$ cat src/rtl/iesm_ram.sv
// Generic single-write, single-read RAM with registered read data.
module iesm_ram #(
  parameter int WIDTH = 64,
  parameter int DEPTH = 32,
  localparam int AW   = $clog2(DEPTH)
) (
  input  logic             clk,
  input  logic             we,
  input  logic [AW-1:0]    waddr,
  input  logic [WIDTH-1:0] wdata,
  input  logic [AW-1:0]    raddr,
  output logic [WIDTH-1:0] rdata
);

  logic [WIDTH-1:0] mem_r [DEPTH];
  logic [WIDTH-1:0] rdata_r;

  // write port
  always_ff @(posedge clk) begin
    if (we) begin
      mem_r[waddr] <= wdata;
    end
  end

  // registered read port
  always_ff @(posedge clk) begin
    rdata_r <= mem_r[raddr];
  end

  assign rdata = rdata_r;

endmodule

$ cat config.mk
export PLATFORM = sky130hd
export DESIGN_NAME = iesm_ram
export DESIGN_NICKNAME = d
export VERILOG_FILES = /design/src/rtl/iesm_ram.sv
export SDC_FILE = /design/constraint.sdc
export NUM_CORES = 2
export LEC_CHECK = 0
export BUFFER_PORTS_ARGS = -buffer_cell sky130_fd_sc_hd__buf_4
export CORE_MARGIN = 2
export CORE_UTILIZATION = 56
export CTS_CLUSTER_DIAMETER = 150
export CTS_CLUSTER_SIZE = 8
export DETAILED_ROUTE_END_ITERATION = 8
export HOLD_SLACK_MARGIN = 0.05
export PLACE_DENSITY = 0.72
export SLEW_MARGIN = 25
export SYNTH_ARGS = -nofsm -noshare
export SYNTH_HDL_FRONTEND = slang
export SYNTH_SLANG_ARGS = --single-unit
export TNS_END_PERCENT = 100
$ cat constraint.sdc
create_clock -name clk -period 4.8 [get_ports clk]
set_input_delay 0.96 -clock clk [delete_from_list [all_inputs] [get_ports clk]]
set_output_delay 0.96 -clock clk [all_outputs]
set_load 0.01 [all_outputs]
== Word level (Yosys, flattened, before mapping) ==
Memories as Yosys holds them, arrays and structs flattened. A register that Yosys moved wholly into a read port is not among the register bits.
Index checks and enable logic that the tools add are counted.
Storage, ports and cells
  register bits: 0
  RAM bits: 2048
  input bits: 76
  output and inout bits: 64
  logic and storage cells: 3
  memories kept: 1
Operators by class
  muxes and demuxes: 2
Memory list
  mem_r: words 32, bits a word 64, read ports 1, clocked after Yosys merged registers in 1, wr ports 1, line 15  | logic [WIDTH-1:0] mem_r [DEPTH];
Operator list (count)
  $mux W1: 2

== Depth between registers and ports, before layout ==
  word-level depth: 2
  depth in mapped cells: 9
  mapped depth without buffers: 4

== Least setup slack after synthesis ==
Ideal clock, no wire load.
  path kind: input -> register
  start: in waddr[1]
  end: mem mem_r[12][0], enable pin
  arrival time: 4.296 ns
  required time: 4.314 ns
  slack: 0.018 ns
  stages on the path: 3
  buffers on the path: 1
  cell sequence: or3b_2 > clkbuf_1 > nor2_1
RTL lines
  from (decl): line 9  | input logic [AW-1:0] waddr,
  to (decl): line 15
Straight into the memory's write port.

== Worst setup path after layout ==
  start: reg rdata_r[28] (netlist: rdata[28]), read port of mem_r
  end: out rdata[28]
RTL lines
  from (decl): line 16  | logic [WIDTH-1:0] rdata_r;
  to (decl): line 12  | output logic [WIDTH-1:0] rdata
No word-level cell between the ends.

==> metrics.txt <==
P per Cell Area=457.0 nW/um2; Worst-Skew Late Latency=0.90 ns; RSZ-0062 raised after global routing=false; post-synth top area share=77.88%; max_cap viols=0; Post-Syn Area per Cell=25.50 um2; final hold vios=0; drt total wl=192,700 um; Post-synth EDFFs=2,048; initial antenna violation count=9; Seq/Total Area, Yosys=79.50%; ANT nets after route=0; CTS clk-pin slew, worst paths=0.05 ns; Overall Global Routing Usage=27.05%; final RePlAce weighted congestion=0.7519; CP startpoint kind=register; number of core rows=137; Tcrit/Tclk final=52.78%; Cells after Synth=3,097; wire length per cell=34.43 um; detailed-route via count=36.96k; synth top area cells=edfxtp_1 78%, mux4_2 17%, dfxtp_1 1.6%; Slew Limit Headroom=30.02%; Setup Viol. Count Final=0; global-route wire length before repair=275,500 um; Crit path largest cell delay=0.50 ns; Slew Limit Fails=0; Core ar.=139,700 um2; Detailed Route Iter0 Violations=5,753; vias in the first global route=38.29k; I/O pin count=140; # clock sinks=2,112; layout cells sized above 1=34.57%; final cell count without fillers=5,597; mapped cell area=78,960 um2; Detailed Place HPWL=88,530 um; critical path cell sequence=buf_4; area delta synth->final=16.95%; status=completed; Peak VDD IR=280.7 uV; worst-path fanout max=1; Distinct cells, synth=31; cts bufs inserted=313; Die Footprint=144,000 um2; Hold WC Path Type=input pin to register; kind of cell adding the most delay to the critical path=flip-flops; die width=379.5 um; Warnings, synthesis=0; Yosys top cell by area=edfxtp_1; CP Class=register to output pin; TritonCTS clock tree=yes; ys async rst share=0%; DIE HEIGHT=379.5 um; Overflow after GRT=0; setup TNS=0 ns; crit path time final=2.533 ns; Post-Syn Nets=3,173; Fmax achieved=394.7 MHz; Critical Path AT=1.57 ns; initial cell density of the core=56.52%; CP endpoint kind=output pin; DRC=0; worst path required time=3.84 ns; H-tree Lvls=5; clock skew=0.04338 ns; drt pass-1 iters=5; via/cell ratio=6.603; cts hold-fix bufs=0; CP max stage cell=dfxtp_1; # Post-CTS Setup Buffers=0; nets@finish=3,580; Bufs and invs on worst path=1; Clock Path Buffers=4; fin util=66.10%; most used flip-flop cell after synthesis=edfxtp_1; largest net degree at the start of global routing=74; synthesis-stage register bit count=2,112; Clock Tree Root=clkbuf_16; # placed instances=5,065; Pleak=29.18 nW; Slew @ Worst Pin=1.050 ns; # port buffers=139; Post-CTS Resized=0
## report_power, final
group,internal (mW),total (mW),switching [mW]
Sequential,20.5,20.7,0.114
Clock,12.3,19.7,7.39
Combinational,0.842,1.83,0.987
Total,33.7,42.2,8.50
## synth_stat cells (4+ instances only)
master    count
clkbuf_1     55
mux4_2      602
buf_1        19
a221oi_1     12
mux2_2       74
o22ai_1      10
mux2i_1      38
nand3b_1      5
dfxtp_1      64
edfxtp_1   2048
nor2b_1       4
buf_4        14
nor2_1       41
o21ai_0       9
buf_2        65
## final cells by class
class / count / area [um2]
fillers: 8333 / 47360
diodes: 4 / 10.01
multi-input cells: 828 / 15680
clock buffers: 524 / 8816
inverters: 1 / 3.754
flip-flops and latches: 2112 / 62780
clock inverters: 4 / 42.54
repair buffers: 248 / 2668
well taps: 1876 / 2347
## kinds of logic (layout without fill, tap and decap cells)
| logic type | after synthesis | in the layout | share of synthesized area [%] |
|---|---|---|---|
| flops | 2112 | 2112 | 79.50 |
| mux | 714 | 714 | 18.71 |
| simple gates | 64 | 64 | 0.3787 |
| other cells | 0 | 4 | 0 |
| buf+inv | 157 | 777 | 0.9444 |
| compound gates | 50 | 50 | 0.4659 |
## cells in the final DEF, fill, tap and decap left out, drive strengths merged
master	count
a211oi	3
a221oi	12
a22o	1
a22oi	3
and2	4
buf	248
clkbuf	524
clkinv	1
dfxtp	64
diode	4
edfxtp	2048
inv	4
mux2	74
mux2i	38
mux4	602
nand2	3
nand2b	2
nand3	2
nand3b	5
nor2	41
nor2b	4
o211ai	3
o21ai	9
o221ai	3
o22ai	10
o2bb2ai	3
o31a	3
or3	1
or3b	2
## metal layers
metal	routed length, um	global-route usage (%)
met1	73630	39.96
met2	93420	41.58
met3	22000	6.358
met4	3604	6.825
met5	72	0
## stage by stage
step | cell area, um2 | worst slack, ns | total power [mW] | hold slack (ns)
5_1_grt | 92340 | 2.148 | 43.37 | 0.4401
6_report | 92350 | 2.267 | 42.21 | 0.4444
3_5_place_dp | 83480 | 1.380 | 22.83 | 0.8218
4_1_cts | 92340 | 2.185 | 42.45 | 0.3844
2_1_floorplan | 78960 | 0.01781 | 22.02 | 0.7218
3_3_place_gp | 83480 | 1.398 | 22.75 | 0.7835
## final timing paths
kind | from | endpoint | slack, ns | cells past startpoint
worst max-delay path | rdata[28] | rdata[28] | 2.27 | 1
worst min-delay path | wdata[10] | mem_r[22][10] | 0.44 | 1
worst max register to register | mem_r[10][39] | rdata[39] | 2.90 | 3
worst min register to register | mem_r[20][25] | rdata[25] | 0.83 | 4
## registers in the layout (all words and copies together), names as in the netlist
| name | flops |
|---|---|
| mem_r | 2048 |
| rdata | 64 |
(Power assumes the default switching activity.)
