File: src/rtl/iesm_pkg.sv
// Shared types, constants and lookup functions for the IO event latency statistics monitor.
package iesm_pkg;

  // Default sizes of the count tables
  localparam int NUM_TYPES_DEF   = 6;
  localparam int NUM_BUCKETS_DEF = 11;

  // Field widths
  localparam int TYPE_W  = 3;
  localparam int BYTE_W  = 32;
  localparam int LAT_W   = 32;
  localparam int IDX_W   = 4;
  localparam int DATA_W  = 64;
  localparam int CFG_W   = 16;
  localparam int MULT_K_W = 10;
  localparam int PROD_W  = DATA_W + MULT_K_W;
  localparam int MID_W   = 20;

  // Event type codes
  localparam logic [TYPE_W-1:0] TYPE_READ  = 3'd0;
  localparam logic [TYPE_W-1:0] TYPE_WRITE = 3'd1;
  localparam logic [TYPE_W-1:0] TYPE_ERROR = 3'd5;

  localparam logic [CFG_W-1:0] INTERVAL_RESET = 16'd500;

  localparam int BOUND_COUNT = 10;
  localparam int PCT_COUNT   = 4;
  localparam logic [MULT_K_W-1:0] MUL_ONE      = 10'd1;
  localparam logic [MULT_K_W-1:0] MUL_THOUSAND = 10'd1000;

  // Snapshot word indexes
  localparam int WORD_ID     = 0;
  localparam int WORD_EVENTS = 1;
  localparam int WORD_BYTES  = 2;
  localparam int WORD_ERRORS = 3;
  localparam int WORD_PCT0   = 4;
  localparam int WORD_PEAK   = 8;
  localparam int WORD_TYPE0  = 9;

  // Counter slots held after the type and bucket counts
  localparam int SLOT_EVENTS = 0;
  localparam int SLOT_BYTES  = 1;
  localparam int SLOT_ERRORS = 2;
  localparam int SLOT_SNAP   = 3;
  localparam int SLOT_COUNT  = 4;

  typedef enum logic [4:0] {
    ST_IDLE,
    ST_UPD_RD,
    ST_UPD_EX,
    ST_UPD_WR,
    ST_SUM_RD,
    ST_SUM_EX,
    ST_SUM_WB,
    ST_TGT_EX,
    ST_TGT_WB,
    ST_WALK_RD,
    ST_WALK_EX,
    ST_WALK_WB,
    ST_WALK_MUL,
    ST_WALK_CMP,
    ST_OUT_RD,
    ST_OUT_LD,
    ST_OUT_SHOW,
    ST_SNP_RD,
    ST_SNP_EX,
    ST_SNP_WR
  } state_t;

  // Counter updates made for each event, in order
  typedef enum logic [2:0] {
    OP_TYPE,
    OP_BUCKET,
    OP_EVENTS,
    OP_BYTES,
    OP_ERRORS
  } upd_op_t;

  // Request to the shared multiply-add unit: res = a * k + c
  typedef struct packed {
    logic                en;
    logic [DATA_W-1:0]   a;
    logic [MULT_K_W-1:0] k;
    logic [DATA_W-1:0]   c;
  } mac_req_t;

  // Upper bound of each latency bucket in microseconds
  function automatic logic [LAT_W-1:0] bucket_bound(input logic [3:0] idx);
    logic [LAT_W-1:0] b;
    case (idx)
      4'd0:    b = 32'd10;
      4'd1:    b = 32'd50;
      4'd2:    b = 32'd100;
      4'd3:    b = 32'd500;
      4'd4:    b = 32'd1000;
      4'd5:    b = 32'd5000;
      4'd6:    b = 32'd10000;
      4'd7:    b = 32'd50000;
      4'd8:    b = 32'd100000;
      4'd9:    b = 32'd500000;
      default: b = 32'd0;
    endcase
    return b;
  endfunction

  // Midpoint reported for each bucket; beyond the table a fixed ceiling
  function automatic logic [MID_W-1:0] bucket_mid(input logic [3:0] idx);
    logic [MID_W-1:0] m;
    case (idx)
      4'd0:    m = 20'd5;
      4'd1:    m = 20'd30;
      4'd2:    m = 20'd75;
      4'd3:    m = 20'd300;
      4'd4:    m = 20'd750;
      4'd5:    m = 20'd3000;
      4'd6:    m = 20'd7500;
      4'd7:    m = 20'd30000;
      4'd8:    m = 20'd75000;
      4'd9:    m = 20'd300000;
      4'd10:   m = 20'd750000;
      default: m = 20'd1000000;
    endcase
    return m;
  endfunction

  // Percentile points in permille: p50, p95, p99, p99.9
  function automatic logic [MULT_K_W-1:0] pct_permille(input logic [1:0] idx);
    logic [MULT_K_W-1:0] p;
    case (idx)
      2'd0:    p = 10'd500;
      2'd1:    p = 10'd950;
      2'd2:    p = 10'd990;
      default: p = 10'd999;
    endcase
    return p;
  endfunction

endpackage

File: src/rtl/iesm_mac.sv
// Shared multiply-add unit: 64 x 10 bit product plus a 64 bit addend, registered result.
module iesm_mac import iesm_pkg::*; (
  input  logic              clk,
  input  mac_req_t          req,
  output logic [PROD_W-1:0] res
);

  logic [PROD_W-1:0] prod;
  logic [PROD_W-1:0] sum;
  logic [PROD_W-1:0] res_r;

  // k is 1 for plain additions, a permille or 1000 for the percentile compares
  assign prod = PROD_W'(req.a) * PROD_W'(req.k);
  assign sum  = prod + PROD_W'(req.c);

  always_ff @(posedge clk) begin
    if (req.en) begin
      res_r <= sum;
    end
  end

  assign res = res_r;

endmodule

File: config.mk
export PLATFORM = sky130hd
export DESIGN_NAME = iesm_mac
export DESIGN_NICKNAME = d
export VERILOG_FILES = /design/src/rtl/iesm_pkg.sv /design/src/rtl/iesm_mac.sv
export SDC_FILE = /design/constraint.sdc
export NUM_CORES = 2
export LEC_CHECK = 0
export ABC_AREA = 1
export CELL_PAD_IN_SITES_DETAIL_PLACEMENT = 1
export CELL_PAD_IN_SITES_GLOBAL_PLACEMENT = 2
export CORE_ASPECT_RATIO = 1.75
export CORE_UTILIZATION = 30
export DETAILED_ROUTE_END_ITERATION = 12
export DONT_BUFFER_PORTS = 1
export HOLD_SLACK_MARGIN = 0.02
export PLACE_DENSITY = 0.79
export SLEW_MARGIN = 0
export SYNTH_ARGS = -nofsm -noshare
export SYNTH_HDL_FRONTEND = slang
export SYNTH_SLANG_ARGS = --single-unit
File: constraint.sdc
create_clock -name clk -period 6.06 [get_ports clk]
set_input_delay 0.303 -clock clk [delete_from_list [all_inputs] [get_ports clk]]
set_output_delay 0.303 -clock clk [all_outputs]
set_load 0.02 [all_outputs]
## Word level (Yosys, flattened, before mapping)

Index checks and enable logic that the tools add are counted.

| operators by class | value |
|---|---|
| multiply operators | 1 |
| add/subtract/negate cells | 1 |

Operators by type and width:

| operator | count |
|---|---|
| $add 74x64->74 | 1 |
| $mul 64x10->74 | 1 |

| word-level totals | value |
|---|---|
| logic and storage cells | 3 |
| register bits | 74 |
| input bits | 140 |
| output and inout bits | 74 |

## Longest topological paths before layout

| logic depth | value |
|---|---|
| depth in word-level cells | 2 |
| depth in mapped cells | 28 |
| depth with buffers taken out | 26 |

## Worst setup path before layout

Ideal clock, no wire load.

| timing | value |
|---|---|
| path type | input port to flip-flop |
| from | in req[65] (netlist bit) |
| to | reg res_r[73], in the netlist res[73], data pin |
| cell stages on the path | 26 |
| required time | 5,808 ps |
| arrival time | 4,891 ps |
| slack | 916 ps |
| cell sequence | clkbuf_1 clkbuf_1 nand2_1 fa_1 inv_1 fa_1 inv_1 fa_1 inv_1 fa_1 inv_1 fa_1 inv_1 ha_1 nand2_1 inv_1 a21oi_1 nand2_2 nand2_1 nand3_2 nand2_2 nand2_4 nand2_2 nand2_1 nand2_1 nand2_1 |

| between the ends | value |
|---|---|
| cells in the longest elaborated chain, start to end | 2 |

Ends and longest elaborated chain:

| what | RTL line | RTL |
|---|---|---|
| from (decl) | iesm_mac.sv:4 | `input mac_req_t req,` |
| $mul 64x10->74 | iesm_mac.sv:13 | `assign prod = PROD_W'(req.a) * PROD_W'(req.k);` |
| $add 74x64->74 | iesm_mac.sv:14 | `assign sum = prod + PROD_W'(req.c);` |
| via sum[73] | iesm_mac.sv:9 | `logic [PROD_W-1:0] sum;` |
| to (signal assigned) | iesm_mac.sv:18 | `res_r <= sum;` |
| to (decl) | iesm_mac.sv:10 | `logic [PROD_W-1:0] res_r;` |

The timed path passes the listed nets, and every way through them passes these cells.
A chain may end at the register's enable or synchronous reset.

## Worst setup path after layout

| timing | value |
|---|---|
| from | in req[68] (netlist bit) |
| to | reg res_r[30], in the netlist res[30], data pin |

The elaborated chain is that of the path after synthesis.

==> qor.txt <==
STA
--------------------------------------------------------------------------------------------------------
Final critical-path required period                                                              4890 ps
Total setup violations reported at the end of the flow                                                 0
Count of pins over their slew limit                                                                    0
Normalized max-slew margin                                                                         61.4%
Final count of hold timing violations                                                                  0
Aggregate negative setup slack                                                                      0 ps
Worst Tran Pin Value                                                                              575 ps
Final cycle utilization of the critical path                                                       80.6%
F_max                                                                                            205 MHz
RSZ-0062 raised after global routing                                                               false

SYNTH
--------------------------------------------------------------------------------------------------------
Number of enable-type register cells in the synthesized netlist                                       74
Top post-synthesis cells by count                                                           1147 x sky130_fd_sc_hd__nand2_1, 1076 x sky130_fd_sc_hd__inv_1, 558 x sky130_fd_sc_hd__fa_1
Post-synthesis area per instance                                                                7.34 µm²
Top cell type's share of synthesized area                                                          43.2%
Async S/R FF share, synth                                                                             0%
Synthesized Nets                                                                                    4334
Area contributors post-synth                                                                sky130_fd_sc_hd__fa_1 43%, sky130_fd_sc_hd__nand2_1 17%, sky130_fd_sc_hd__inv_1 16%
Mapped cell area                                                                              0.0259 mm²
Post-synth top area cell                                                                    sky130_fd_sc_hd__fa_1
Register bit total from synthesis                                                                     74
Cells after Synth                                                                                   3524
Post-synthesis cell type count                                                                        26
Dominant cell by count in the synthesized netlist                                           sky130_fd_sc_hd__nand2_1
Fraction of the yosys area taken by sequential cells                                               8.59%
Yosys warning total                                                                                    0
Top FF cell, synth                                                                          sky130_fd_sc_hd__edfxtp_1

DETAILED ROUTING
--------------------------------------------------------------------------------------------------------
Via/cell ratio                                                                                      4.55
Number of DRC markers in iteration 0                                                                 721
Vias after detailed routing                                                                        20700
DRC viols                                                                                              0
Wire length reported by the detailed router                                                     94500 µm
ANT nets after route                                                                                   0
Average detailed-routed wire length per instance                                                 20.7 µm
Number of optimization iterations in the first detailed-route pass                                     4

FLOORPLAN
--------------------------------------------------------------------------------------------------------
Ports placed on the boundary                                                                         214
Die X-Extent                                                                                      224 µm
Die area                                                                                      0.0874 mm²
Height of the die                                                                                 390 µm
Initial standard-cell utilization of the core                                                      30.3%
Core Footprint                                                                                0.0855 mm²
Row Count                                                                                            142

GLOBAL ROUTE
--------------------------------------------------------------------------------------------------------
Number of antenna violations at the first check in global routing                                      1
Vias in the first global route                                                                     24700
Pin count of the biggest net entering global routing                                                  75
GR Overflow Total                                                                                      0
Global-route wire length before repair                                                         145000 µm
Global-route total usage across every layer                                                        22.6%

FINISH
--------------------------------------------------------------------------------------------------------
Nets                                                                                                4211
Area growth from synthesis to layout                                                               4.92%
Sequential standard cell area                                                                0.00222 mm²
Post-layout utilization of the core                                                                31.8%
Post-route standard cell area excluding fillers                                               0.0271 mm²
Non-filler cells in the finished layout                                                             4558
Fraction of layout cells with a size suffix above 1                                                1.88%
Number of flip-flops in the largest register                                                          74
Number of antenna diodes                                                                               0
Layout filler cell count                                                                           10600
Area occupied by multi-input gates                                                            0.0191 mm²

WORST HOLD PATH
--------------------------------------------------------------------------------------------------------
Worst hold stages                                                                                      0
HP Class                                                                                       in -> reg

STATUS
--------------------------------------------------------------------------------------------------------
Result of the run                                                                              completed

SETUP PATH
--------------------------------------------------------------------------------------------------------
Slowest CP cell                                                                             sky130_fd_sc_hd__fa_1
Endpoint kind of the worst setup timing path                                                    register
Critical path startpoint category                                                           primary input
Category of the critical setup timing path                                                     in -> reg
Largest fanout on the critical path                                                                   64
Critical Path, Cell by Cell                                                                 nand2_1, fa_1, inv_1, fa_1, fa_1, fa_1, inv_1, fa_1, inv_1, ha_1, nand2_1, nor2_1, nand2_1, nor2_1, nand2_1, nand3_2, nand2_1, nand2_2, xor2_1
Signal arrival time at the worst endpoint                                                        5020 ps
Critical path's largest stage delay                                                               630 ps
CP Data Required Time                                                                            6190 ps

CLOCK NETWORK
--------------------------------------------------------------------------------------------------------
Cell at the root of the clock tree                                                          sky130_fd_sc_hd__clkbuf_16
Post-CTS clock slew at the launch and capture registers of the worst setup and hold paths          70 ps
Hold_buf cts                                                                                           0
Number of buffers on the longest clock path                                                            2
CTS tree                                                                                            done
PostCTS Resize Cnt                                                                                     0
Number of H-tree branching levels                                                                      3
Clock Sink Count                                                                                      74
Post-CTS setup buffer count                                                                            0
Number of buffers created by CTS                                                                       9

FLOW RUN
--------------------------------------------------------------------------------------------------------
Max Cap Violations                                                                                     0

PLACE
--------------------------------------------------------------------------------------------------------
Routability-driven placement congestion ratio                                                      0.869
Placed insts                                                                                        4542
Placement Cell Area                                                                           0.0268 mm²
Count of input and output buffers                                                                      0
Total half-perimeter wirelength after legalization and detailed placement                       81300 µm

## logic make-up after synthesis
| kind of cell | after synthesis | share of synthesized area, % |
|---|---|---|
| buf+inv | 1211 | 17.6 |
| fa+ha+maj | 670 | 48.6 |
| flops | 74 | 8.59 |
| compound gates | 126 | 2.53 |
| simple gates | 1402 | 21.3 |
| xor+xnor | 41 | 1.39 |
## critical path: cells and delay by family
kind                       cells  cell delay (ps)
xor gates and xnor gates       1              350
adders and majority gates      6             3090
buffers and inverters          3              160
and+or+nand+nor                9             1070
## metal layers
layer | GRT usage [%] | vias up | wire length (µm)
li1 | - | 9540 | -
met1 | 19.8 | 10600 | 29500
met2 | 47.8 | 416 | 55900
met3 | 2.79 | 195 | 3170
met4 | 11.8 | 0 | 5950
met5 | 0 | - | 0
## cell type report
cell class,count,area share [%]
inverter,1077,14.9
clock buffer,11,0.858
clock inverter,5,0.378
multi-input combinational,2239,70.4
sequential,74,8.19
tap,1152,5.31
## per-stage QoR
step                hold WS (ps)  setup WS, ps
CTS                         54.7          1070
global route                59.3           952
finish                      76.6          1170
floorplan                    415           916
detailed placement           425           710
global placement             425           765
## path summary, 6_finish.rpt
check	slack, ps	startpoint	end
worst max-delay path	1170	req[68]	res[30]
worst min-delay path	80	req[138]	res[17]
## cells in the final DEF, fill, tap and decap left out
cell | synthesis | routed
sky130_fd_sc_hd__clkbuf_1 | 66 | 2
sky130_fd_sc_hd__a21o_1 | 1 | 1
sky130_fd_sc_hd__clkinv_4 | 0 | 1
sky130_fd_sc_hd__ha_1 | 112 | 112
sky130_fd_sc_hd__nand2_1 | 1147 | 1147
sky130_fd_sc_hd__edfxtp_1 | 74 | 74
sky130_fd_sc_hd__o21bai_1 | 2 | 2
sky130_fd_sc_hd__nand4_1 | 2 | 2
sky130_fd_sc_hd__inv_1 | 1076 | 1076
sky130_fd_sc_hd__o21bai_2 | 1 | 1
sky130_fd_sc_hd__nor2_1 | 133 | 133
sky130_fd_sc_hd__nand2_2 | 34 | 34
sky130_fd_sc_hd__xnor2_1 | 5 | 5
sky130_fd_sc_hd__a21oi_1 | 79 | 79
sky130_fd_sc_hd__xor2_1 | 36 | 36
sky130_fd_sc_hd__a31oi_1 | 4 | 4
sky130_fd_sc_hd__clkbuf_16 | 0 | 9
sky130_fd_sc_hd__nand3_1 | 47 | 47
sky130_fd_sc_hd__o21ai_0 | 37 | 37
sky130_fd_sc_hd__bufinv_16 | 0 | 3
sky130_fd_sc_hd__a21boi_0 | 1 | 1
sky130_fd_sc_hd__fa_1 | 558 | 558
sky130_fd_sc_hd__clkinv_1 | 1 | 2
sky130_fd_sc_hd__nand2_4 | 1 | 1
sky130_fd_sc_hd__o21a_1 | 1 | 1
sky130_fd_sc_hd__nand3_2 | 7 | 7
sky130_fd_sc_hd__nor3_1 | 23 | 23
sky130_fd_sc_hd__nor2_2 | 8 | 8
Power is not shown: default switching activity piles up to over one toggle a cycle in this logic, so the estimate is an artifact.
